==> config.mk <==
export PLATFORM = sky130hd
export DESIGN_NAME = gamepad_report_conditioner
export DESIGN_NICKNAME = d
export VERILOG_FILES = /design/src/gpc_pkg.sv /design/src/gamepad_report_conditioner.sv /design/src/gpc_front.sv /design/src/gpc_back.sv
export SDC_FILE = /design/constraint.sdc
export NUM_CORES = 2
export LEC_CHECK = 0
export BUFFER_PORTS_ARGS = -buffer_cell sky130_fd_sc_hd__buf_4
export CAP_MARGIN = 20
export CORE_ASPECT_RATIO = 2
export CORE_MARGIN = 2
export CORE_UTILIZATION = 40
export CTS_BUF_LIST = sky130_fd_sc_hd__clkbuf_4
export DETAILED_ROUTE_END_ITERATION = 10
export GPL_TIMING_DRIVEN = 0
export PLACE_DENSITY = 0.62
export SETUP_SLACK_MARGIN = 0.1
export SLEW_MARGIN = 20
export SYNTH_ARGS = -nofsm -noshare
export SYNTH_HDL_FRONTEND = slang
export SYNTH_SLANG_ARGS = --single-unit
export TNS_END_PERCENT = 5
==> constraint.sdc <==
create_clock -name aclk -period 13.9 [get_ports aclk]
set_input_delay 1.39 -clock aclk [delete_from_list [all_inputs] [get_ports aclk]]
set_output_delay 1.39 -clock aclk [all_outputs]
set_load 0.02 [all_outputs]
==> src/gpc_pkg.sv <==
`timescale 1ns / 1ps
// Gamepad report conditioner: shared types and constants.
// No dependencies; used by every module of the block.
package gpc_pkg;

    localparam logic [14:0] FULL_SCALE = 15'd32767;
    localparam logic [14:0] ZONE_RESET = 15'd7849;

    localparam logic REG_LEFT_ZONE  = 1'b0;
    localparam logic REG_RIGHT_ZONE = 1'b1;

    typedef struct packed {
        logic [15:0]        button_mask;
        logic signed [15:0] left_x;
        logic signed [15:0] left_y;
        logic signed [15:0] right_x;
        logic signed [15:0] right_y;
    } gpc_in_t;

    typedef struct packed {
        logic [15:0]        held_mask;
        logic [15:0]        pressed_mask;
        logic [15:0]        released_mask;
        logic signed [15:0] left_dir_x;
        logic signed [15:0] left_dir_y;
        logic signed [15:0] right_dir_x;
        logic signed [15:0] right_dir_y;
    } gpc_out_t;

    // queue entry between front and back
    typedef struct packed {
        logic [15:0]        held_mask;
        logic [15:0]        pressed_mask;
        logic [15:0]        released_mask;
        logic signed [15:0] left_x;
        logic signed [15:0] left_y;
        logic signed [15:0] right_x;
        logic signed [15:0] right_y;
    } gpc_item_t;

endpackage

==> src/gamepad_report_conditioner.sv <==
`timescale 1ns / 1ps
// Gamepad report conditioner: button edge masks and radial dead zone per stick.
// The back end works on one word at a time and finishes both sticks before it takes the next,
// running the shared 16-step square root and 16-step dividers once per stick.
// A 2-word queue takes new words while the back end works; results wait in m_data.
// Reset (aresetn low, synchronous) clears queue, previous buttons and sets zones to 7849.
module gamepad_report_conditioner import gpc_pkg::*; #(
    parameter int BUTTON_BITS = 16
) (
    input  logic        aclk,
    input  logic        aresetn,
    input  logic        s_valid,
    output logic        s_ready,
    input  gpc_in_t     s_data,
    output logic        m_valid,
    input  logic        m_ready,
    output gpc_out_t    m_data,
    input  logic        cfg_we,
    input  logic        cfg_index,
    input  logic [14:0] cfg_wdata
);

    logic [14:0] left_zone_reg, right_zone_reg;
    logic        q_valid, q_ready;
    gpc_item_t   q_data;

    always_ff @(posedge aclk) begin
        if (!aresetn) begin
            left_zone_reg  <= ZONE_RESET;
            right_zone_reg <= ZONE_RESET;
        end else if (cfg_we) begin
            unique case (cfg_index)
                REG_LEFT_ZONE:  left_zone_reg  <= cfg_wdata;
                REG_RIGHT_ZONE: right_zone_reg <= cfg_wdata;
                default: ;
            endcase
        end
    end

    gpc_front #(.BUTTON_BITS(BUTTON_BITS)) u_front (
        .aclk    (aclk),
        .aresetn (aresetn),
        .s_valid (s_valid),
        .s_ready (s_ready),
        .s_data  (s_data),
        .q_valid (q_valid),
        .q_ready (q_ready),
        .q_data  (q_data)
    );

    gpc_back u_back (
        .aclk       (aclk),
        .aresetn    (aresetn),
        .q_valid    (q_valid),
        .q_ready    (q_ready),
        .q_data     (q_data),
        .left_zone  (left_zone_reg),
        .right_zone (right_zone_reg),
        .m_valid    (m_valid),
        .m_ready    (m_ready),
        .m_data     (m_data)
    );

    a_pressed_held: assert property (@(posedge aclk) disable iff (!aresetn)
        m_valid |-> ((m_data.pressed_mask & ~m_data.held_mask) == 16'd0))
        else $error("pressed button not held");

    a_released_up: assert property (@(posedge aclk) disable iff (!aresetn)
        m_valid |-> ((m_data.released_mask & m_data.held_mask) == 16'd0))
        else $error("released button still held");

    a_dir_sat: assert property (@(posedge aclk) disable iff (!aresetn)
        m_valid |-> (m_data.left_dir_x != 16'sh8000 && m_data.left_dir_y != 16'sh8000
                     && m_data.right_dir_x != 16'sh8000 && m_data.right_dir_y != 16'sh8000))
        else $error("direction outside saturation range");

endmodule

==> src/gpc_front.sv <==
`timescale 1ns / 1ps
// Front end: accepts input words, classifies buttons, queues words for the back end.
// Depends on gpc_pkg.
module gpc_front import gpc_pkg::*; #(
    parameter int BUTTON_BITS = 16
) (
    input  logic      aclk,
    input  logic      aresetn,
    input  logic      s_valid,
    output logic      s_ready,
    input  gpc_in_t   s_data,
    output logic      q_valid,
    input  logic      q_ready,
    output gpc_item_t q_data
);

    localparam int BW = (BUTTON_BITS > 16) ? 16 : BUTTON_BITS;

    logic [BW-1:0] prev_reg;
    gpc_item_t     mem_reg [2];
    logic          wr_ptr_reg, rd_ptr_reg;
    logic [1:0]    count_reg;
    gpc_item_t     entry;
    logic          push, pop;

    always_comb begin
        entry = '0;
        entry.held_mask[BW-1:0]     = s_data.button_mask[BW-1:0];
        entry.pressed_mask[BW-1:0]  = ~prev_reg & s_data.button_mask[BW-1:0];
        entry.released_mask[BW-1:0] = prev_reg & ~s_data.button_mask[BW-1:0];
        entry.left_x  = s_data.left_x;
        entry.left_y  = s_data.left_y;
        entry.right_x = s_data.right_x;
        entry.right_y = s_data.right_y;
    end

    assign s_ready = (count_reg != 2'd2);
    assign q_valid = (count_reg != 2'd0);
    assign q_data  = mem_reg[rd_ptr_reg];
    assign push    = s_valid && s_ready;
    assign pop     = q_valid && q_ready;

    always_ff @(posedge aclk) begin
        if (!aresetn) begin
            prev_reg   <= '0;
            wr_ptr_reg <= 1'b0;
            rd_ptr_reg <= 1'b0;
            count_reg  <= 2'd0;
        end else begin
            if (push) begin
                prev_reg   <= s_data.button_mask[BW-1:0];
                wr_ptr_reg <= ~wr_ptr_reg;
            end
            if (pop) begin
                rd_ptr_reg <= ~rd_ptr_reg;
            end
            if (push && !pop) begin
                count_reg <= count_reg + 2'd1;
            end else if (pop && !push) begin
                count_reg <= count_reg - 2'd1;
            end
        end
    end

    always_ff @(posedge aclk) begin
        if (push) begin
            mem_reg[wr_ptr_reg] <= entry;
        end
    end

endmodule

==> src/gpc_back.sv <==
`timescale 1ns / 1ps
// Back end: shared square root and two dividers scale each stick, then the output register.
// Depends on gpc_pkg.
module gpc_back import gpc_pkg::*; (
    input  logic        aclk,
    input  logic        aresetn,
    input  logic        q_valid,
    output logic        q_ready,
    input  gpc_item_t   q_data,
    input  logic [14:0] left_zone,
    input  logic [14:0] right_zone,
    output logic        m_valid,
    input  logic        m_ready,
    output gpc_out_t    m_data
);

    localparam logic [2:0] ST_IDLE = 3'd0;
    localparam logic [2:0] ST_SQ   = 3'd1;
    localparam logic [2:0] ST_SUM  = 3'd2;
    localparam logic [2:0] ST_SQRT = 3'd3;
    localparam logic [2:0] ST_CHK  = 3'd4;
    localparam logic [2:0] ST_MUL  = 3'd5;
    localparam logic [2:0] ST_DVLD = 3'd6;
    localparam logic [2:0] ST_DIV  = 3'd7;

    logic [2:0]  state_reg;
    logic        stick_reg;
    logic [3:0]  cnt_reg;
    gpc_item_t   item_reg;
    logic [31:0] sqx_reg, sqy_reg, rad_reg;
    logic [18:0] srem_reg;
    logic [15:0] root_reg;
    logic        zero_reg;
    logic [14:0] diff_reg, span_reg;
    logic [15:0] uax_reg, uay_reg, mag_reg;
    logic        negx_reg, negy_reg;
    logic [30:0] den_reg;
    logic [31:0] rx_reg, ry_reg;
    logic [15:0] lox_reg, loy_reg, qx_reg, qy_reg;
    logic signed [15:0] dx_reg, dy_reg;
    logic signed [15:0] left_dx_reg, left_dy_reg;
    logic        m_valid_reg;
    gpc_out_t    m_data_reg;

    logic signed [15:0] ax, ay;
    logic [14:0] zone, mclip;
    logic [18:0] s_try, s_trial;
    logic [30:0] prod_x, prod_y;
    logic [31:0] tx, ty;
    logic [15:0] qx_next, qy_next;
    logic signed [15:0] dx_next, dy_next;

    function automatic logic signed [15:0] finish(input logic [15:0] q, input logic neg);
        logic [15:0] sat;
        sat = (q > 16'd32767) ? 16'd32767 : q;
        return neg ? -sat : sat;
    endfunction

    always_comb begin
        ax      = stick_reg ? item_reg.right_x : item_reg.left_x;
        ay      = stick_reg ? item_reg.right_y : item_reg.left_y;
        zone    = stick_reg ? right_zone : left_zone;
        mclip   = (mag_reg > 16'd32767) ? FULL_SCALE : mag_reg[14:0];
        s_try   = {srem_reg[16:0], rad_reg[31:30]};
        s_trial = {1'b0, root_reg, 2'b01};
        prod_x  = 31'(uax_reg) * 31'(diff_reg);
        prod_y  = 31'(uay_reg) * 31'(diff_reg);
        tx      = {rx_reg[30:0], lox_reg[15]};
        ty      = {ry_reg[30:0], loy_reg[15]};
        qx_next = {qx_reg[14:0], (tx >= {1'b0, den_reg})};
        qy_next = {qy_reg[14:0], (ty >= {1'b0, den_reg})};
        dx_next = zero_reg ? 16'sd0 : finish(qx_next, negx_reg);
        dy_next = zero_reg ? 16'sd0 : finish(qy_next, negy_reg);
    end

    assign q_ready = (state_reg == ST_IDLE) && !stick_reg;
    assign m_valid = m_valid_reg;
    assign m_data  = m_data_reg;

    always_ff @(posedge aclk) begin
        if (!aresetn) begin
            state_reg   <= ST_IDLE;
            stick_reg   <= 1'b0;
            cnt_reg     <= '0;
            m_valid_reg <= 1'b0;
        end else begin
            if (state_reg == ST_IDLE && stick_reg && (!m_valid_reg || m_ready)) begin
                m_valid_reg <= 1'b1;
            end else if (m_ready) begin
                m_valid_reg <= 1'b0;
            end
            unique case (state_reg)
                ST_IDLE: begin
                    if (stick_reg) begin
                        // hold the finished word until the output register frees
                        if (!m_valid_reg || m_ready) begin
                            stick_reg <= 1'b0;
                        end
                    end else if (q_valid) begin
                        state_reg <= ST_SQ;
                    end
                end
                ST_SQ:   state_reg <= ST_SUM;
                ST_SUM: begin
                    cnt_reg   <= '0;
                    state_reg <= ST_SQRT;
                end
                ST_SQRT: begin
                    cnt_reg <= cnt_reg + 4'd1;
                    if (cnt_reg == 4'd15) begin
                        state_reg <= ST_CHK;
                    end
                end
                ST_CHK:  state_reg <= ST_MUL;
                ST_MUL:  state_reg <= ST_DVLD;
                ST_DVLD: begin
                    cnt_reg   <= '0;
                    state_reg <= ST_DIV;
                end
                ST_DIV: begin
                    cnt_reg <= cnt_reg + 4'd1;
                    if (cnt_reg == 4'd15) begin
                        if (stick_reg) begin
                            state_reg <= ST_IDLE;
                        end else begin
                            stick_reg <= 1'b1;
                            state_reg <= ST_SQ;
                        end
                    end
                end
                default: state_reg <= ST_IDLE;
            endcase
        end
    end

    always_ff @(posedge aclk) begin
        unique case (state_reg)
            ST_IDLE: begin
                if (stick_reg) begin
                    if (!m_valid_reg || m_ready) begin
                        m_data_reg.held_mask     <= item_reg.held_mask;
                        m_data_reg.pressed_mask  <= item_reg.pressed_mask;
                        m_data_reg.released_mask <= item_reg.released_mask;
                        m_data_reg.left_dir_x    <= left_dx_reg;
                        m_data_reg.left_dir_y    <= left_dy_reg;
                        m_data_reg.right_dir_x   <= dx_reg;
                        m_data_reg.right_dir_y   <= dy_reg;
                    end
                end else if (q_valid) begin
                    item_reg <= q_data;
                end
            end
            ST_SQ: begin
                sqx_reg <= $unsigned(32'(ax) * 32'(ax));
                sqy_reg <= $unsigned(32'(ay) * 32'(ay));
            end
            ST_SUM: begin
                rad_reg  <= sqx_reg + sqy_reg;
                srem_reg <= '0;
                root_reg <= '0;
            end
            ST_SQRT: begin
                rad_reg <= {rad_reg[29:0], 2'b00};
                if (s_try >= s_trial) begin
                    srem_reg <= s_try - s_trial;
                    root_reg <= {root_reg[14:0], 1'b1};
                end else begin
                    srem_reg <= s_try;
                    root_reg <= {root_reg[14:0], 1'b0};
                end
            end
            ST_CHK: begin
                mag_reg  <= root_reg;
                zero_reg <= (root_reg == 16'd0) || (root_reg <= {1'b0, zone})
                            || (zone == FULL_SCALE);
                span_reg <= FULL_SCALE - zone;
                negx_reg <= ax[15];
                negy_reg <= ay[15];
                uax_reg  <= ax[15] ? 16'(-ax) : 16'(ax);
                uay_reg  <= ay[15] ? 16'(-ay) : 16'(ay);
            end
            ST_MUL: begin
                diff_reg <= mclip - zone;
                den_reg  <= 31'(mag_reg) * 31'(span_reg);
            end
            ST_DVLD: begin
                // numerator is product << 15; the top bits seed the remainder
                rx_reg  <= {2'b00, prod_x[30:1]};
                ry_reg  <= {2'b00, prod_y[30:1]};
                lox_reg <= {prod_x[0], 15'd0};
                loy_reg <= {prod_y[0], 15'd0};
                qx_reg  <= '0;
                qy_reg  <= '0;
            end
            default: ;
        endcase
        if (state_reg == ST_DIV) begin
            rx_reg  <= (tx >= {1'b0, den_reg}) ? tx - {1'b0, den_reg} : tx;
            ry_reg  <= (ty >= {1'b0, den_reg}) ? ty - {1'b0, den_reg} : ty;
            lox_reg <= {lox_reg[14:0], 1'b0};
            loy_reg <= {loy_reg[14:0], 1'b0};
            qx_reg  <= qx_next;
            qy_reg  <= qy_next;
        end
        if (state_reg == ST_DIV && cnt_reg == 4'd15) begin
            if (stick_reg) begin
                dx_reg <= dx_next;
                dy_reg <= dy_next;
            end else begin
                left_dx_reg <= dx_next;
                left_dy_reg <= dy_next;
            end
        end
    end

endmodule
# After elaboration in Yosys (flattened, before gate mapping)
# Memory sizes are Yosys's and may differ from the RTL's. A register that Yosys moved wholly into a read port is not among the register bits.
# Index checks and enable logic that the tools add are counted.
[totals]
reg_bits = 570
ramBits = 224
inputBits = 101
output_inout_bits = 114
word_cells = 170
n_memories = 1
[memory_table]
columns = ["name", "depth", "word_bits", "read_ports", "rd_ports_with_merged_regs", "wr", "line_no", "text"]
rows = [
  ["u_front.mem_reg", 2, 112, 1, 1, 1, "gpc_front.sv:20", "gpc_item_t mem_reg [2];"],
]
[classes]
n_addsub = 13
multipliers = 5
magnitude_cmp = 7
eq_ne = 14
n_mux = 45
bitwise_logic = 8
reduce_logical = 34
[ops]
columns = ["op", "count"]
rows = [
  ["two-way mux 31 bit", 6],
  ["two-way mux 16 bit", 10],
  ["two-way mux 15 bit", 7],
  ["multiplier 16 x 15 -> 31 bit", 3],
  [">= comparator 32 x 31 -> 1 bit", 2],
  ["multiplier 16 x 16 -> 32 bit", 2],
  ["negation 16 bit", 4],
  ["case mux 32 bit (2 select lines)", 1],
  ["subtractor 31 bit", 2],
  ["> comparator 16 x 15 -> 1 bit (second input constant)", 3],
  ["case mux 17 bit (2 select lines)", 1],
  ["adder 32 bit", 1],
  ["AND 16 bit", 2],
  ["inverter 16 bit", 2],
  ["case mux 16 bit (2 select lines)", 1],
  ["case mux 3 bit (8 select lines)", 1],
  [">= comparator 19 x 18 -> 1 bit", 1],
  ["two-way mux 17 bit", 1],
  ["subtractor 17 bit", 1],
  ["<= comparator 16 x 15 -> 1 bit", 1],
  ["logical NOT 16 bit", 1],
  ["equality test 15 bit (second input constant)", 1],
  ["subtractor 15 bit", 1],
  ["subtractor 15 bit (first input constant)", 1],
  ["other kinds (24)", 70],
]

# Depth between registers and ports, before layout
[logic_depth]
word_depth = 6
ltp_mapped = 32
depth_no_buf = 28

# Cells and area by module
# A second synthesis with hierarchy kept.
[unflattened]
cells_unflattened = 7456
hier_area_um2 = 80298.3
[by_module_without_submodules]
columns = ["mod", "instances", "cells_per_inst", "area_per_inst_um2", "seq_area_each_um2"]
rows = [
  ["gpc_back", 1, 6851, 69940.8, 18828.1],
  ["gpc_front", 1, 478, 9146.3, 7146.9],
  ["gamepad_report_conditioner", 1, 127, 1211.2, 600.6],
]

# Worst setup path before layout
# OpenSTA, ideal clock, no wires.
[synth_path]
kind = "register to register"
start = "register u_back.stick_reg"
end = "register u_front.count_reg[1]"
setup_time_ns = 0.076
t_arrival_ns = 10.469
required_time_ns = 13.824
slack_ns = 3.356
stages_incl_launch_ff = 12
n_path_buf = 5
synth_period_minus_slack_ns = 10.544
cell_sequence = "dfxtp_1 -> buf_2 -> buf_2 -> buf_2 -> buf_2 -> buf_2 -> nor3_1 -> inv_1 -> ha_1 -> xor2_1 -> or3_1 -> a21boi_0"
[synth_between]
elab_chain_len = 6
elab_cells_between_ends = 8
cone_classes = "mux: 1; reduce/logical: 7"
[synth_rtl]
columns = ["element", "line_no", "text"]
rows = [
  ["start: declaration", "gpc_back.sv:27", "logic stick_reg;"],
  ["start signal: assignment", "gpc_back.sv:83", "stick_reg <= 1'b0;"],
  ["start signal: assignment", "gpc_back.sv:97", "stick_reg <= 1'b0;"],
  ["start signal: assignment", "gpc_back.sv:126", "stick_reg <= 1'b1;"],
  ["logical NOT 1 bit (*)", "gpc_back.sv:76", "assign q_ready = (state_reg == ST_IDLE) && !stick_reg;"],
  ["logical AND 1 bit (*)", "gpc_back.sv:76", ""],
  ["logical AND 1 bit (*)", "gpc_front.sv:41", "assign pop = q_valid && q_ready;"],
  ["via u_front.pop", "gpc_front.sv:24", "logic push, pop;"],
  ["logical NOT 1 bit", "gpc_front.sv:57", "if (push && !pop) begin"],
  ["logical AND 1 bit", "gpc_front.sv:57", ""],
  ["two-way mux 2 bit or nonzero test 2 bit (tied branches)", "--", ""],
  ["end signal: assignment", "gpc_front.sv:58", "count_reg <= count_reg + 2'd1;"],
  ["end signal: assignment", "gpc_front.sv:60", "count_reg <= count_reg - 2'd1;"],
  ["end: declaration", "gpc_front.sv:22", "logic [1:0] count_reg;"],
]
# The timed path passes the listed nets; every way through them passes the cells marked *.
# A chain may end at the register's enable or synchronous reset.

# Final worst setup path
[layout_path]
start = "register u_back.stick_reg"
end = "register u_back.sqx_reg[31] (data pin)"
[layout_between]
elab_chain_len = 2
[layout_rtl]
columns = ["element", "line_no", "text"]
rows = [
  ["two-way mux 16 bit", "gpc_back.sv:60", "ax = stick_reg ? item_reg.right_x : item_reg.left_x;"],
  ["multiplier 16 x 16 -> 32 bit", "gpc_back.sv:154", "sqx_reg <= $unsigned(32'(ax) * 32'(ax));"],
  ["end signal: assignment", "gpc_back.sv:154", ""],
  ["end: declaration", "gpc_back.sv:30", "logic [31:0] sqx_reg, sqy_reg, rad_reg;"],
]
# No other way between the ends.

==> results.yml <==
timing:
  max_freq_ghz: 0.0913
  hold_viol_final: 0
  setup_viol: 0
  holdWs_ps: 324
  fin_crit_ps: 10960
  tns_ps: 0
  fin_crit_sh: 0.788
  tightest_slew_ps: 1110
  slew-limit-headroom: 0.260
  finalWorstSetupSlack_ps: 2940
  final_max_slew_viol_count: 0
  fin_skew_ps: 226
  rsz0062_at_grt: "no"
critical_path:
  cp-start-kind: "flop"
  path_class: "reg2reg"
  required_ps: 14760
  cp_max_fo: 10
  crit_path_end_kind: "flop"
  cp.arrival_ps: 11810
  critPathMaxStageDelay_ps: 740
  crit_slowest_cell: "mux2i_2"
floorplanning:
  ios: 215
  die_width_um: 320
  die_h_um: 635
  rows: 231
  start_util: 0.403
  dieArea_sq_mm: 0.203
  core_area_sq_mm: 0.198
route:
  drt_pre_antenna_iters: 5
  drt-initial-drc-count: 2253
  via_count: 54400
  drc: 0
  routed_wl_um: 230000
  drt-vias-per-instance: 5.14
  ant_nets: 0
  wl_per_cell_um: 21.7
yosys:
  synth.most_common_cell: "inv_1"
  syn_area_per_cell_sq_um: 10.8
  synth_top_cell_area_share: 0.318
  synth_seq_cells: 904
  synth_edf_count: 845
  synth_common_cells: "inv_1, fa_1, edfxtp_1, nand2_1, ha_1"
  yosysWarnings: 0
  synth_nets: 9096
  async_reset_ff_frac: 0
  synth_cell_types: 87
  ys.flop_type: "edfxtp_1"
  netlist_area_sq_mm: 0.0797
  synth_area_leaders: "edfxtp_1, fa_1, ha_1"
  synth_top_area_cell: "edfxtp_1"
  ys_seq_area_frac: 0.333
  synthCells: 7376
final_layout:
  drive_gt1_frac: 0.100
  layout.nets: 9572
  syn2layout_area_growth_pct: 10.5
  largest_reg_flops: 224
  final_area_sq_mm: 0.0881
job:
  maxCapViolations: 0
place:
  hpwl_um: 190000
  dpl_cell_area_sq_mm: 0.0853
  dp_slack_ps: 2790
  port_buffers: 213
  gp_congestion: 0.996
clock_tree:
  htreeDepth: 4
  root_buffer: "clkbuf_4"
  cts.reportedPaths.clkPinSlew_ps: 70
  numCtsBuffers: 212
  worstSkewPairLatency_ps: 1270
  cts-resized-gates: 0
  cts_hold_buf: 0
  cts.sinks: 904
  cts_tree: "yes"
  post-cts-setup-buffers: 0
  cts_max_path_buffers: 4
outcome:
  outcome: "complete, no violations"
global_routing:
  grt_max_degree: 53
  grt_pass1_wl_um: 348000
  globalRouteOverflowTotal: 0
  first_global_vias: 60900
  track_usage: 0.229
  antenna_found_initial: 14
min_path:
  worstHoldPathType: "reg2reg"
-- cells by family (layout without fill, tap and decap cells) --
family | Yosys count | after routing | share of synthesized area
simple gates | 1968 | 1968 | 0.117
compound gates | 813 | 813 | 0.0656
fa+ha+maj | 1619 | 1619 | 0.349
other cells | 0 | 11 | 0
mux | 194 | 194 | 0.0263
xor+xnor | 316 | 316 | 0.0347
buf+inv | 1562 | 2197 | 0.0740
flops | 904 | 904 | 0.333
-- per-layer routing --
layer	wire length [um]	GRT usage	vias to the layer above
li1	-	-	24900
met1	69100	0.197	27000
met2	125000	0.441	1637
met3	9350	0.0341	770
met4	25900	0.218	6
met5	39	0	-
-- layout by cell type (no fill, tap or decap), types with 14 or more instances in the layout --
cell      instances
buf_4           241
xor2_1           88
mux2i_2          14
o21ai_0         143
nand3_1          77
nor4_1           15
edfxtp_1        845
o211ai_1         20
fa_1           1009
nand2_1         762
a21o_1          107
nor2_1          397
xnor2_1         228
clkbuf_1        214
mux2_2          123
o21bai_1         25
nand2b_1         37
nand4_1          25
clkinv_1         53
or3_1            16
dfxtp_1          59
o31ai_1          17
ha_1            610
and3_1           30
a211oi_1         46
a21boi_0         41
a21oi_1         246
nor2b_1          69
o21a_1           39
nor3_1           54
mux2i_1          57
and2_1          417
clkbuf_4        306
or2_2            18
buf_1            14
inv_1          1306
a31oi_1          25
-- final cells by class --
cell class                      count  area, sq um
Fill cell                       18800       110000
Antenna cell                       11         27.5
Sequential cell                   904        26600
Multi-Input combinational cell   4910        47400
Inverter                         1316         4940
Buffer                            246          960
Timing Repair Buffer              262         2310
Tap cell                         2563         3210
Clock buffer                      306         2300
Clock inverter                     67          420
-- critical path, delay by kind of cell, from the launching register on --
kind	cells	cell delay, ps
AOI/OAI and AO/OA	9	1910
xor gates and xnor gates	1	100
adders and majority gates	7	3680
buffers and inverters	12	3340
DFF	1	650
muxes	1	740
and+or+nand+nor	1	230
-- worst paths after layout --
path	from	to	slack, ps	cells after the start
setup / recovery	u_back.stick_reg	u_back.sqx_reg[31]	2940	31
hold reg to reg	u_back.item_reg[65]	u_back.m_data[65]	320	0
hold / removal	u_back.item_reg[65]	u_back.m_data[65]	320	0
setup reg to reg	u_back.stick_reg	u_back.sqx_reg[31]	2940	31
-- metrics by stage --
step / util / std cells
finish: 0.445 / 10600
global route: 0.445 / 10600
CTS: 0.445 / 10600
detailed placement: 0.431 / 10200
global placement: 0.427 / 10200
floorplan: - / 7376
Power is left out: the tool's default activity adds up to more than one toggle a clock period on the data nets, which glitch-free logic cannot reach.
